`config.mk`:
```
export PLATFORM = sky130hd
export DESIGN_NAME = silence_trim_bounds
export DESIGN_NICKNAME = d
export VERILOG_FILES = /design/src/rtl/core/stb_pkg.sv /design/src/rtl/core/silence_trim_bounds.sv
export SDC_FILE = /design/constraint.sdc
export NUM_CORES = 1
export LEC_CHECK = 0
export BUFFER_PORTS_ARGS = -buffer_cell sky130_fd_sc_hd__buf_4
export CAP_MARGIN = 10
export CORE_ASPECT_RATIO = 0.7
export CORE_MARGIN = 2
export CORE_UTILIZATION = 60
export DETAILED_ROUTE_END_ITERATION = 10
export GPL_TIMING_DRIVEN = 0
export PLACE_DENSITY = 0.8
export SLEW_MARGIN = 20
export SYNTH_ARGS = -nofsm -noshare
export SYNTH_HDL_FRONTEND = slang
export SYNTH_SLANG_ARGS = --single-unit
```
`constraint.sdc`:
```
create_clock -name clk -period 8.4 [get_ports clk]
set_input_delay 1.26 -clock clk [delete_from_list [all_inputs] [get_ports clk]]
set_output_delay 1.26 -clock clk [all_outputs]
set_load 0.05 [all_outputs]
```
`src/rtl/core/stb_pkg.sv`:
```
package stb_pkg;

  localparam int FRAME_BITS   = 24;
  localparam int COUNT_BITS   = FRAME_BITS + 1;
  localparam int MAX_CHANNELS = 8;
  localparam int CH_BITS      = (MAX_CHANNELS > 1) ? $clog2(MAX_CHANNELS) : 1;
  localparam int CNT_BITS     = $clog2(MAX_CHANNELS + 1);

  localparam int SAMPLE_BITS  = 16;
  localparam int THR_BITS     = 16;
  localparam int CHCNT_BITS   = 4;
  localparam int LOOP_BITS    = 24;

  localparam int CFG_IDX_BITS  = 2;
  localparam int CFG_DATA_BITS = 24;

  localparam int IN_DATA_BITS  = 16;
  localparam int OUT_DATA_BITS = 104;

  typedef enum logic [CFG_IDX_BITS-1:0] {
    REG_THRESHOLD     = 2'd0,
    REG_CHANNEL_COUNT = 2'd1,
    REG_LOOP_START    = 2'd2,
    REG_LOOP_END      = 2'd3
  } cfg_reg_t;

  // Stream state captured on the final word of a zone.
  typedef struct packed {
    logic [COUNT_BITS-1:0] total;
    logic                  seen;
    logic [FRAME_BITS-1:0] first;
    logic [FRAME_BITS-1:0] last;
  } zone_snap_t;

endpackage

```
`src/rtl/core/silence_trim_bounds.sv`:
```
// Silence trim bounds finder for one interleaved sample zone.
// The slave channel carries one channel sample per word in s_tdata, frames
// interleaved by channel; s_tlast marks the last sample of the zone. Each
// complete frame is loud when any channel magnitude reaches the threshold.
// On the last word the master channel delivers one result word: the first
// kept frame, the kept frame count and the loop points moved into that
// range, with m_tuser set when a trim applies. Words without s_tlast give
// no result.
// The accepted last word passes through an input register, a register that
// captures the zone counters, and the result register before m_tvalid.
// Throughput is one word per cycle unless a last word backs up, set by the
// per-sample compare and frame counter update in the input stage. A result
// waiting on m_tready does not stop further samples; only a further last
// word backs up once both result-side registers are full.
// Configuration goes in through wr_en, wr_index and wr_data; the user must
// write it only while the block is idle, which the block does not enforce.
// Reset clears the stream state and sets threshold 0, one channel, loop
// points 0. The stream state also clears itself after each last word.
module silence_trim_bounds (
  input  logic                              clk,
  input  logic                              rst,
  input  logic                              wr_en,
  input  logic [stb_pkg::CFG_IDX_BITS-1:0]  wr_index,
  input  logic [stb_pkg::CFG_DATA_BITS-1:0] wr_data,
  input  logic                              s_tvalid,
  output logic                              s_tready,
  // s_tdata: [15:0] sample
  input  logic [stb_pkg::IN_DATA_BITS-1:0]  s_tdata,
  input  logic                              s_tlast,
  output logic                              m_tvalid,
  input  logic                              m_tready,
  // m_tdata: [23:0] keep_first, [48:24] keep_frames, [72:49] new_loop_start,
  //          [96:73] new_loop_end, [103:97] zero
  output logic [stb_pkg::OUT_DATA_BITS-1:0] m_tdata,
  // m_tuser: [0] trimmed
  output logic                              m_tuser
);
  import stb_pkg::*;

  // Configuration registers.
  logic [THR_BITS-1:0]   threshold;
  logic [CHCNT_BITS-1:0] channel_count;
  logic [LOOP_BITS-1:0]  loop_start;
  logic [LOOP_BITS-1:0]  loop_end;

  always_ff @(posedge clk) begin
    if (rst) begin
      threshold     <= '0;
      channel_count <= CHCNT_BITS'(1);
      loop_start    <= '0;
      loop_end      <= '0;
    end else if (wr_en) begin
      case (cfg_reg_t'(wr_index))
        REG_THRESHOLD:     threshold     <= wr_data[THR_BITS-1:0];
        REG_CHANNEL_COUNT: channel_count <= wr_data[CHCNT_BITS-1:0];
        REG_LOOP_START:    loop_start    <= wr_data[LOOP_BITS-1:0];
        REG_LOOP_END:      loop_end      <= wr_data[LOOP_BITS-1:0];
        default: ;
      endcase
    end
  end

  // Pipeline handshake.
  logic                   in_valid;
  logic [SAMPLE_BITS-1:0] in_sample;
  logic                   in_final;
  logic                   snap_valid;
  zone_snap_t             snap;

  logic out_free;
  logic snap_free;
  logic snap_move;
  logic in_move;

  assign out_free  = !m_tvalid || m_tready;
  assign snap_move = snap_valid && out_free;
  assign snap_free = !snap_valid || out_free;
  assign in_move   = in_valid && (!in_final || snap_free);
  assign s_tready  = !in_valid || in_move;

  always_ff @(posedge clk) begin
    if (rst) begin
      in_valid <= 1'b0;
    end else if (s_tready) begin
      in_valid <= s_tvalid;
    end
  end

  always_ff @(posedge clk) begin
    if (s_tready) begin
      in_sample <= s_tdata[SAMPLE_BITS-1:0];
      in_final  <= s_tlast;
    end
  end

  // Per-sample stream state.
  logic [CH_BITS-1:0]    channel_index;
  logic [COUNT_BITS-1:0] frame_index;
  logic                  frame_loud;
  logic [FRAME_BITS-1:0] first_loud;
  logic                  seen_loud;
  logic [FRAME_BITS-1:0] last_loud;

  logic [CH_BITS-1:0]    channel_index_next;
  logic [COUNT_BITS-1:0] frame_index_next;
  logic                  frame_loud_next;
  logic [FRAME_BITS-1:0] first_loud_next;
  logic                  seen_loud_next;
  logic [FRAME_BITS-1:0] last_loud_next;

  logic [SAMPLE_BITS:0] mag;
  logic                 loud;
  logic [CNT_BITS-1:0]  act;
  logic [CH_BITS-1:0]   chi;
  logic                 frame_done;
  logic                 any_loud;

  always_comb begin
    // The magnitude of the most negative sample needs the extra bit.
    mag = in_sample[SAMPLE_BITS-1] ? ((SAMPLE_BITS+1)'(0) - {in_sample[SAMPLE_BITS-1], in_sample})
                                   : {1'b0, in_sample};
    loud = mag >= {1'b0, threshold};

    if (channel_count == '0) begin
      act = CNT_BITS'(1);
    end else if (channel_count > CHCNT_BITS'(MAX_CHANNELS)) begin
      act = CNT_BITS'(MAX_CHANNELS);
    end else begin
      act = CNT_BITS'(channel_count);
    end

    // A channel count lowered mid zone restarts the channel position.
    chi = (CNT_BITS'(channel_index) >= act) ? '0 : channel_index;
    frame_done = (CNT_BITS'(chi) + CNT_BITS'(1)) >= act;
    any_loud = frame_loud || loud;

    channel_index_next = chi + CH_BITS'(1);
    frame_index_next   = frame_index;
    frame_loud_next    = any_loud;
    first_loud_next    = first_loud;
    seen_loud_next     = seen_loud;
    last_loud_next     = last_loud;

    if (frame_done) begin
      channel_index_next = '0;
      frame_loud_next    = 1'b0;
      // Once the counter is full, further frames are dropped.
      if (!frame_index[COUNT_BITS-1]) begin
        if (any_loud) begin
          if (!seen_loud) begin
            first_loud_next = frame_index[FRAME_BITS-1:0];
            seen_loud_next  = 1'b1;
          end
          last_loud_next = frame_index[FRAME_BITS-1:0];
        end
        frame_index_next = frame_index + COUNT_BITS'(1);
      end
    end
  end

  always_ff @(posedge clk) begin
    if (rst) begin
      channel_index <= '0;
      frame_index   <= '0;
      frame_loud    <= 1'b0;
      first_loud    <= '0;
      seen_loud     <= 1'b0;
      last_loud     <= '0;
    end else if (in_move) begin
      if (in_final) begin
        channel_index <= '0;
        frame_index   <= '0;
        frame_loud    <= 1'b0;
        first_loud    <= '0;
        seen_loud     <= 1'b0;
        last_loud     <= '0;
      end else begin
        channel_index <= channel_index_next;
        frame_index   <= frame_index_next;
        frame_loud    <= frame_loud_next;
        first_loud    <= first_loud_next;
        seen_loud     <= seen_loud_next;
        last_loud     <= last_loud_next;
      end
    end
  end

  // Zone snapshot taken on the final word.
  always_ff @(posedge clk) begin
    if (rst) begin
      snap_valid <= 1'b0;
    end else if (in_move && in_final) begin
      snap_valid <= 1'b1;
    end else if (snap_move) begin
      snap_valid <= 1'b0;
    end
  end

  always_ff @(posedge clk) begin
    if (in_move && in_final) begin
      snap.total <= frame_index_next;
      snap.seen  <= seen_loud_next;
      snap.first <= first_loud_next;
      snap.last  <= last_loud_next;
    end
  end

  // Trim bounds from the snapshot.
  logic [FRAME_BITS-1:0] first;
  logic [FRAME_BITS-1:0] last;
  logic                  trim;
  logic [FRAME_BITS-1:0] span;
  logic [FRAME_BITS-1:0] end_off;
  logic                  res_trim;
  logic [FRAME_BITS-1:0] res_first;
  logic [COUNT_BITS-1:0] res_kept;
  logic [FRAME_BITS-1:0] res_nls;
  logic [FRAME_BITS-1:0] res_nle;

  always_comb begin
    first = snap.seen ? snap.first : '0;
    if (snap.seen) begin
      last = snap.last;
    end else if (snap.total != '0) begin
      last = FRAME_BITS'(snap.total - COUNT_BITS'(1));
    end else begin
      last = '0;
    end
    trim    = (snap.total != '0) && (first < last);
    span    = last - first;
    end_off = loop_end - first;

    res_trim = trim;
    if (trim) begin
      res_first = first;
      res_kept  = {1'b0, span} + COUNT_BITS'(1);
      res_nls   = (loop_start >= first) ? (loop_start - first) : '0;
      if (loop_end >= first) begin
        res_nle = (end_off > span) ? span : end_off;
      end else begin
        res_nle = span;
      end
    end else begin
      res_first = '0;
      res_kept  = snap.total;
      res_nls   = loop_start;
      res_nle   = loop_end;
    end
  end

  always_ff @(posedge clk) begin
    if (rst) begin
      m_tvalid <= 1'b0;
    end else if (out_free) begin
      m_tvalid <= snap_valid;
    end
  end

  always_ff @(posedge clk) begin
    if (snap_move) begin
      m_tuser <= res_trim;
      m_tdata <= {(OUT_DATA_BITS-3*FRAME_BITS-COUNT_BITS)'(0),
                  res_nle, res_nls, res_kept, res_first};
    end
  end

endmodule
```
# == After elaboration in Yosys (flattened, before gate mapping) ==
# Index checks and enable logic that the tools add are counted.
# totals
register_bits,338
inputBits,48
out_inout_bits,107
word_cells,98
# classes
n_addsub,9
n_lt_le_gt_ge,8
n_eq_ne,3
muxes,35
n_reduce_logical,21
# op_table
op,n
24-bit two-way mux,17
25-bit two-way mux,4
24-bit subtractor,3
24-bit >= comparator,2
"24-bit by 1-bit adder with 25-bit output, second input constant",1
"25-bit by 1-bit adder with 25-bit output, second input constant",1
25-bit nonzero test,1
24-bit > comparator,1
24-bit less-than comparator,1
"24-bit by 1-bit subtractor with 24-bit output, second input constant",1
17-bit by 16-bit >= comparator with 1-bit output,1
17-bit two-way mux,1
"1-bit by 16-bit subtractor with 17-bit output, first input constant",1
3-bit two-way mux,3
1-bit two-way mux,8
4-bit two-way mux,2
2-bit AND reduction,4
1-bit logical OR,5
"3-bit by 1-bit adder with 4-bit output, second input constant",1
"2-bit equality test, second input constant",2
3-bit by 4-bit >= comparator with 1-bit output,1
4-bit >= comparator,1
"4-bit > comparator, second input constant",1
1-bit logical AND,4
6 further kinds,9

# == Longest topological paths before layout ==
# Gate-level depths: netlist of run 1.
# logic_depth
word_depth,9
depth_mapped,30
mapped_depth_nobuf,27

# == Least setup slack after synthesis of run 1 ==
# Ideal clock, no wire load.
# synth_path
path_kind,flip-flop to flip-flop
start,reg snap[65] in the netlist's numbering
end,reg m_tdata[94] in the netlist's numbering (data pin)
setup_time_ns,0.259
arrival_ns,6.224
required_ns,8.141
path_slack_ns,1.917
stages_incl_launch_ff,27
path_buffers,3
period_less_slack_ns,6.483
cell_sequence,edfxtp_1 or4_1 nor4_1 and4_1 clkbuf_1 clkbuf_1 o31ai_1 ha_1 a21o_1 or3_1 o221ai_2 a2111oi_2 nor3_1 o21bai_1 a21o_1 a21o_1 a21oi_1 xor2_1 ha_1 nand2_1 a211o_1 a211oi_2 or4b_4 buf_6 nand3_2 mux2i_1 a211o_1
# synth_via
elab_chain_cells,8
word_cells_on_any_way,11
cone_classes,add/sub: 2; order compare: 2; mux: 5; reduce/logical: 2
# synth_lines
element,line_no,text
from (decl),silence_trim_bounds.sv:68,zone_snap_t snap;
24-bit by 1-bit subtractor with 24-bit output or 25-bit nonzero test (tied branches),"silence_trim_bounds.sv:225, silence_trim_bounds.sv:224, silence_trim_bounds.sv:229",
24-bit two-way mux,silence_trim_bounds.sv:224,end else if (snap.total != '0) begin
24-bit two-way mux,silence_trim_bounds.sv:222,if (snap.seen) begin
24-bit subtractor,silence_trim_bounds.sv:230,span = last - first;
24-bit > comparator,silence_trim_bounds.sv:239,res_nle = (end_off > span) ? span : end_off;
24-bit two-way mux,silence_trim_bounds.sv:239,
24-bit two-way mux,silence_trim_bounds.sv:238,if (loop_end >= first) begin
24-bit two-way mux *,silence_trim_bounds.sv:234,if (trim) begin
via res_nle[21],silence_trim_bounds.sv:218,logic [FRAME_BITS-1:0] res_nle;
to (signal assigned),silence_trim_bounds.sv:262,"m_tdata <= {(OUT_DATA_BITS-3*FRAME_BITS-COUNT_BITS)'(0),"
to (decl),silence_trim_bounds.sv:34,"output logic [stb_pkg::OUT_DATA_BITS-1:0] m_tdata,"
# Mark *: on every way through the listed nets, which the timed path passes. The rest lies on a longest branch.
# A chain may end at the register's enable or synchronous reset.

# == Worst setup path in the final report of run 1 ==
# layout_path
start,reg snap[65] in the netlist's numbering
end,reg m_tdata[77] in the netlist's numbering (data pin)
# Same word-level chain as after synthesis.

==> results of run 1 <==
stage by stage:
step	setup slack [ps]	power, uW	hold WS (ps)	setup TNS, ps
2_1_floorplan	1920	2490	436	0
3_3_place_gp	-13.4	2760	442	-494
3_5_place_dp	289	2770	451	0
4_1_cts	242	4200	460	0
5_1_grt	96.6	4370	474	0
6_report	428	4230	457	0
worst min-delay path, stage by stage, from the launching register on:
cell and delay, ps:
sky130_fd_sc_hd__dfxtp_1 310, sky130_fd_sc_hd__nand2_1 50, sky130_fd_sc_hd__a21oi_1 50
cells in the final DEF (no fill, tap or decap), types with 23 or more instances in the layout:
| cell | synthesis | final |
|---|---|---|
| sky130_fd_sc_hd__mux2_2 | 62 | 62 |
| sky130_fd_sc_hd__nor2_1 | 125 | 125 |
| sky130_fd_sc_hd__a32o_1 | 25 | 25 |
| sky130_fd_sc_hd__ha_1 | 121 | 121 |
| sky130_fd_sc_hd__clkbuf_1 | 82 | 91 |
| sky130_fd_sc_hd__or3_1 | 23 | 23 |
| sky130_fd_sc_hd__nand2_1 | 318 | 318 |
| sky130_fd_sc_hd__buf_4 | 7 | 153 |
| sky130_fd_sc_hd__nand4_1 | 29 | 29 |
| sky130_fd_sc_hd__nor3_1 | 37 | 37 |
| sky130_fd_sc_hd__a22o_1 | 26 | 26 |
| sky130_fd_sc_hd__xor2_1 | 42 | 41 |
| sky130_fd_sc_hd__clkbuf_16 | 0 | 36 |
| sky130_fd_sc_hd__nand3_1 | 49 | 49 |
| sky130_fd_sc_hd__edfxtp_1 | 189 | 189 |
| sky130_fd_sc_hd__a21oi_1 | 155 | 155 |
| sky130_fd_sc_hd__a22oi_1 | 27 | 27 |
| sky130_fd_sc_hd__xnor2_1 | 94 | 94 |
| sky130_fd_sc_hd__a21o_1 | 41 | 41 |
| sky130_fd_sc_hd__o21ai_0 | 102 | 102 |
| sky130_fd_sc_hd__inv_1 | 68 | 68 |
| sky130_fd_sc_hd__dfxtp_1 | 149 | 149 |
kinds of logic (layout without fill, tap and decap cells):
group	Yosys count	in the layout	synth area share, %
simple gates	712	712	17.0
mux	68	68	3.88
fa+ha+maj	128	128	8.27
compound gates	495	495	16.7
xor+xnor	136	136	6.10
other cells	1	7	0.0192
flops	338	338	44.3
buf+inv	177	386	3.66
routing by layer:
layer  GRT usage [%]  part of all wire [%]  up-vias
met4            10.3                   3.1        2
li1                -                     -     7846
met2            51.8                    41      964
met5            1.01                 0.075        -
met3            11.2                    13      109
met1            55.6                    43     8146
final timing paths:
check	from	end	slack, ps
hold / removal	threshold[4]$_SDFFE_PP0P_	threshold[4]$_SDFFE_PP0P_	460
setup reg to reg	snap[65]$_DFFE_PP_	m_tdata[77]$_DFFE_PP_	430
hold reg to reg	threshold[4]$_SDFFE_PP0P_	threshold[4]$_SDFFE_PP0P_	460
setup / recovery	snap[65]$_DFFE_PP_	m_tdata[77]$_DFFE_PP_	430
power breakdown:
part / switching [uW] / total (uW) / internal (uW)
sequential: 22.5 / 1810 / 1790
combinational: 613 / 953 / 341
clock: 642 / 1460 / 818
total: 1280 / 4230 / 2950
repair_timing:
item,CTS,global route
hold buffers,0,0
resized for setup,0,4
setup endpoints to repair,0,21
flip-flops by register name (all words and copies together), names as in the netlist, 3 cells and up:
name,flops
channel_index,3
snap,74
frame_index,25
loop_start,24
channel_count,4
loop_end,24
last_loud,24
m_tdata,97
threshold,16
in_sample,16
first_loud,24
area by class of cell:
cell class	instances	area, um^2	area share [%]
multi-input cells	1546	10200	45.6
flip-flops and latches	338	8660	38.7
clock inverters	6	52.6	0.235
plain buffers	109	460	2.06
clock buffers	52	1000	4.48
well taps	427	534	2.39
inverters	68	255	1.14
repair buffers	151	1230	5.48
==> impl_summary.log, run 1 <==
[metrics] status: finished clean
[metrics] first-pass GRT wire length: 94,700 um
[metrics] worst min-delay path category: flop to flop
[metrics] dominant cell type by count on the critical path: sky130_fd_sc_hd__a21o_1
[metrics] global routing usage summed across all routing layers: 37.1%
[metrics] number of synthesized flops with an enable pin: 189
[metrics] total CTS buffers: 31
[metrics] Crit. End Element: flop
[metrics] Worst-Margin Slew: between 1000 and 1500 ps
[metrics] type of the setup path with the least slack: flop to flop
[metrics] violation count after the first detailed-routing iteration: about 2,200
[metrics] Routed wire per std cell: 23.6 um
[metrics] cell count after placement: 2,639
[metrics] overflow left after global routing: 0
[metrics] Critical Path Source Type: flop
[metrics] Mean Syn Cell Area: around 9.5 um^2
[metrics] area share of the largest cell type after synthesis: 29.1%
[metrics] cells after synthesis: between 2,000 and 2,500
[metrics] final setup skew: 30.3 ps
[metrics] row cnt: 55
[metrics] clock latency at the later pin of the worst-skew pair: between 600 and 700 ps
[metrics] final critical path time including I/O delays and setup: 7970 ps
[metrics] Root Driver: sky130_fd_sc_hd__clkbuf_16
[metrics] clock transition at the registers of the reported paths: 60 ps
[metrics] share of synthesized flip-flops with an asynchronous set or reset: 0%
[metrics] RePlAce Congestion: 0.970
[metrics] largest net degree at the start of global routing: 54
[metrics] number of register bits inferred by synthesis: roughly 340
[metrics] cell with the most instances after synthesis: sky130_fd_sc_hd__nand2_1
[metrics] dominant cell type by area after synthesis: sky130_fd_sc_hd__edfxtp_1
[metrics] Initial Utilization: between 60% and 70%
[metrics] layout filler cell count: ~2,500
[metrics] Buf/Inv on CP: 3
[metrics] Clock Path Buffers: 3
[metrics] critical-path cell with the highest stage delay: sky130_fd_sc_hd__or4_1
[metrics] post-route design area: 22,400 um^2
[metrics] post-route insts no fill: 2,697
[metrics] top-level port count: 155
[metrics] residual DRC count: 0
[metrics] final layout net count: around 2,400
[metrics] Antenna Nets Post-Route: 0
[metrics] worst IR drop on VDD: between 0.15 and 0.2 mV
[metrics] Die X: 220 um
[metrics] final slew viol count: 0
[metrics] TritonCTS clock tree: yes
[metrics] critical path's top delay family: simple AND/OR/NAND/NOR gates
[metrics] final period utilization: 94.9%
[metrics] CTS sink cnt: roughly 340
[metrics] total standard cell area after synthesis: 19,500 um^2
[metrics] register area share after synthesis: 44.3%
[metrics] number of iterations in the first detailed-routing pass: 6
[metrics] Worst Reg2Reg Path Length in Cells: 25
[metrics] data arrival time of the worst path: roughly 8300 ps
[metrics] top achievable clock speed: 0.125 GHz
[metrics] area of the die: 34,000 um^2
[metrics] Final setup viols: 0
[metrics] count of port buffers added during placement: 146
[metrics] core footprint: 32,200 um^2
[metrics] post-DR vias/cell: 6.33
[metrics] number of warnings reported in the yosys synthesis log: 0
[metrics] power density cells: 189 nW/um^2
[metrics] worst slew slack as a fraction of its limit: 32.7%
[metrics] Slowest Stage Delay on Critical Path: about 650 ps
[metrics] fraction of layout instances using a drive strength above 1: 13.5%
[metrics] RSZ-0062 raised after global routing: false
[metrics] number of global-route vias before repair: about 16,000
[metrics] data required time at the worst endpoint: ~9000 ps
[metrics] leading post-synthesis cells by cell area: sky130_fd_sc_hd__edfxtp_1 (29%), sky130_fd_sc_hd__dfxtp_1 (15%), sky130_fd_sc_hd__ha_1 (7.8%)
[metrics] Levels on crit path: 25
[metrics] diodes inserted: 0
[metrics] via count: 17,067
[metrics] maximum net fanout on the critical path: 10
[metrics] area of placed instances: roughly 21,000 um^2
[metrics] # H-tree levels: 1
[metrics] total of max-cap violations: 0
[metrics] total length of routed wires: 63,600 um
[metrics] HPWL after detailed placement: 48,800 um
[metrics] number of distinct library cells after synthesis: 77
[metrics] Most used DFF post-synth: sky130_fd_sc_hd__edfxtp_1
[metrics] number of failing hold endpoints at the final stage: 0
[metrics] leakage power figure: slightly below 0.009 uW
[metrics] post-CTS setup repair buffer count: 0
[metrics] Synth top cells by count: sky130_fd_sc_hd__nand2_1 (318), sky130_fd_sc_hd__edfxtp_1 (189), sky130_fd_sc_hd__a21oi_1 (155), sky130_fd_sc_hd__dfxtp_1 (149), sky130_fd_sc_hd__nor2_1 (125)
[metrics] number of antenna violations at the first check in global routing: 1
[metrics] synthesis-to-finish area growth: 14.7%
[metrics] worst hold path stage count: 2
[metrics] post-route core utilization: 69.5%
[metrics] die extent in y: 155 um
Note: power is estimated with default switching activity, not from simulation.
==> run 2, diff against run 1 <==
- CTS_BUF_LIST: not set -> sky130_fd_sc_hd__clkbuf_2
==> run 2 against run 1 <==
  * Cell area decreased by 1.3%
  * Wire length is 0.18% higher
  * Hold slack worse by 29 ps
  * Power decreased by 8.2%
  * Register-to-register slack gained 40 ps
  * Via count grew 1.7%
  * Die area unchanged
  * Setup slack better by 36 ps
  * Clock skew is 23 ps higher
  * Fmax is 0.46% higher
  * Sequential power is essentially flat
  * Critical path depth did not move
==> impl_summary.log, run 2 (synthesis results as in run 1) <==
[metrics] Clock Path Buffers: 3 (unchanged)
[metrics] first-pass GRT wire length: 95,100 um (was 94,700 um)
[metrics] data arrival time of the worst path: 8660 ps (was 8320 ps)
[metrics] total of max-cap violations: 0 (unchanged)
[metrics] final critical path time including I/O delays and setup: 7940 ps (was 7970 ps)
[metrics] number of flip-flops in the largest register: 97 (unchanged)
[metrics] maximum net fanout on the critical path: 10 (unchanged)
[metrics] total length of routed wires: 63,800 um (was 63,600 um)
[metrics] via count: 17,351 (was 17,067)
[metrics] count of port buffers added during placement: 146 (unchanged)
[metrics] post-DR vias/cell: 6.23 (was 6.33)
[metrics] power density cells: 176 nW/um^2 (was 189 nW/um^2)
[metrics] clock transition at the registers of the reported paths: 110 ps (was 60 ps)
[metrics] data required time at the worst endpoint: 9120 ps (was 8750 ps)
[metrics] Antenna Nets Post-Route: 0 (unchanged)
[metrics] Max Used Layer: met5 (unchanged)
[metrics] worst flop-to-flop path startpoint: snap[65]$_DFFE_PP_ (unchanged)
[metrics] synthesis-to-finish area growth: 13.2% (was 14.7%)
[metrics] final layout net count: 2,465 (was 2,417)
[metrics] core footprint: 32,200 um^2 (unchanged)
[metrics] leading cell type in the layout, fill and taps excluded: sky130_fd_sc_hd__nand2_1 (unchanged)
[metrics] dominant cell type by count on the critical path: sky130_fd_sc_hd__a21o_1 (unchanged)
[metrics] worst min-delay path category: primary input to flop (was flop to flop)
[metrics] top-level port count: 155 (unchanged)
[metrics] Crit. End Element: flop (unchanged)
[metrics] HP Start: s_tlast (was threshold[4]$_SDFFE_PP0P_)
[metrics] worst setup slack before clock tree synthesis: 289 ps (unchanged)
[metrics] Critical Path Source Type: flop (unchanged)
[metrics] final setup skew: 53.0 ps (was 30.3 ps)
[metrics] Die X: 220 um (unchanged)
[metrics] violation count after the first detailed-routing iteration: 2,147 (was 2,223)
[metrics] Reg2Reg Setup Slack: 460 ps (was 430 ps)
[metrics] RSZ-0062 raised after global routing: false (unchanged)
[metrics] metal3 WL: 8410 um (was 8320 um)
[metrics] number of global-route vias before repair: 16,037 (was 15,618)
[metrics] Worst-Margin Slew: 1010 ps (about the same)
[metrics] HPWL after detailed placement: 48,800 um (unchanged)
[metrics] # H-tree levels: 3 (was 1)
[metrics] TritonCTS clock tree: yes (unchanged)
[metrics] commonest non-fill, non-tap cells in the layout: sky130_fd_sc_hd__nand2_1 (318), sky130_fd_sc_hd__edfxtp_1 (189), sky130_fd_sc_hd__a21oi_1 (155) (unchanged)
[metrics] row cnt: 55 (unchanged)
[metrics] type of the setup path with the least slack: flop to flop (unchanged)
[metrics] Final setup viols: 0 (unchanged)
[metrics] total CTS buffers: 79 (was 31)
[metrics] largest net degree at the start of global routing: 54 (unchanged)
[metrics] Slowest Stage Delay on Critical Path: 650 ps (about the same)
[metrics] status: finished clean (unchanged)
[metrics] CTS sink cnt: 338 (unchanged)
[metrics] final period utilization: 94.5% (was 94.9%)
[metrics] count of cells resized by post-cts repair: 0 (unchanged)
[metrics] routed length on met1: 27,400 um (was 27,500 um)
[metrics] # hold bufs at CTS: 0 (unchanged)
[metrics] overflow left after global routing: 0 (unchanged)
[metrics] final slew viol count: 0 (unchanged)
[metrics] worst IR drop on VDD: 0.110 mV (was 0.186 mV)
[metrics] total negative slack for setup checks: 0 ps (unchanged)
[metrics] Reg-to-Reg End: m_tdata[77]$_DFFE_PP_ (unchanged)
[metrics] die extent in y: 155 um (unchanged)
[metrics] worst slew slack as a fraction of its limit: 32.6% (was 32.7%)
[metrics] met2 wire length: 25,700 um (was 25,800 um)
[metrics] number of iterations in the first detailed-routing pass: 7 (was 6)
[metrics] Largest Register: m_tdata (unchanged)
[metrics] number of failing hold endpoints at the final stage: 0 (unchanged)
[metrics] post-route core utilization: 68.6% (was 69.5%)
[metrics] post-route design area: 22,100 um^2 (was 22,400 um^2)
[metrics] leakage power figure: 0.00889 uW (was 0.00884 uW)
[metrics] top achievable clock speed: 0.126 GHz (was 0.125 GHz)
[metrics] Initial Utilization: 60.6% (unchanged)
[metrics] RePlAce Congestion: 0.970 (unchanged)
[metrics] worst hold path stage count: 1 (was 2)
[metrics] Pwr Total: 3880 uW (was 4230 uW)
[metrics] crit path setup slack, layout: 464 ps (was 428 ps)
[metrics] Root Driver: sky130_fd_sc_hd__clkbuf_2 (was sky130_fd_sc_hd__clkbuf_16)
[metrics] clock latency at the later pin of the worst-skew pair: 1010 ps (was 620 ps)
[metrics] number of antenna violations at the first check in global routing: 2 (was 1)
[metrics] fraction of layout instances using a drive strength above 1: 16.2% (was 13.5%)
[metrics] Routed wire per std cell: 22.9 um (was 23.6 um)
[metrics] global routing usage summed across all routing layers: 37.5% (was 37.1%)
[metrics] area of placed instances: 21,300 um^2 (unchanged)
[metrics] post-CTS setup repair buffer count: 0 (unchanged)
[metrics] Worst Reg2Reg Path Length in Cells: 25 (unchanged)
[metrics] residual DRC count: 0 (unchanged)
[metrics] critical-path cell with the highest stage delay: sky130_fd_sc_hd__or4_1 (unchanged)
[metrics] worst min-delay path endpoint: in_final$_DFFE_PP_ (was threshold[4]$_SDFFE_PP0P_)
[metrics] area of the die: 34,000 um^2 (unchanged)
[metrics] top flop regs: m_tdata: 97 flops, snap: 74 flops, frame_index: 25 flops (unchanged)
run 2: metrics by stage:
| stage | hold WS, ps | std cells |
|---|---|---|
| 2_1_floorplan | 436 | 2061 |
| 3_3_place_gp | 442 | 2634 |
| 3_5_place_dp | 451 | 2639 |
| 4_1_cts | 352 | 2784 |
| 5_1_grt | 359 | 2785 |
| 6_report | 428 | 2785 |
run 2: critical path, delay by kind of cell, from the launching register on:
kind / cells / cell delay (ps)
adder cells (fa/ha/maj): 2 / 620
buffers and inverters: 3 / 960
flip-flops: 1 / 520
AND/OR/NAND/NOR: 9 / 2920
XOR/XNOR: 1 / 300
AO/OA/AOI/OAI: 10 / 2340
run 2: per-layer routing:
layer | GRT usage, % | vias to the layer above
met5 | 1.01 | -
met4 | 14.3 | 2
met3 | 11.9 | 127
met2 | 51.3 | 990
met1 | 55.2 | 8236
li1 | - | 7996
run 2: layout make-up:
cell class	count	area, um^2
timing repair buffer	151	1230
clock buffer	116	581
tap	427	534
fill	2574	10100
sequential	338	8660
clock inverter	29	179
antenna	1	2.50
multi-input combinational	1546	10200
buffer	109	460
inverter	68	255
run 2: worst max-delay path by stage:
stage	slack, ps	from	to	depth (start not counted)
final	460	snap[65]$_DFFE_PP_	m_tdata[77]$_DFFE_PP_	25
after global routing	90	snap[65]$_DFFE_PP_	m_tdata[77]$_DFFE_PP_	27
after CTS	240	snap[66]$_DFFE_PP_	m_tdata[77]$_DFFE_PP_	25
after detailed placement	290	snap[65]$_DFFE_PP_	m_tdata[77]$_DFFE_PP_	25
after global placement	-10	m_tready	m_tdata[83]$_DFFE_PP_	3
after floorplan	1920	snap[65]$_DFFE_PP_	m_tdata[94]$_DFFE_PP_	26
run 2: power by group:
| part | switching, uW | internal, uW | total (uW) |
|---|---|---|---|
| sequential | 22.4 | 1790 | 1810 |
| combinational | 612 | 341 | 953 |
| clock | 677 | 437 | 1110 |
| total | 1310 | 2570 | 3880 |
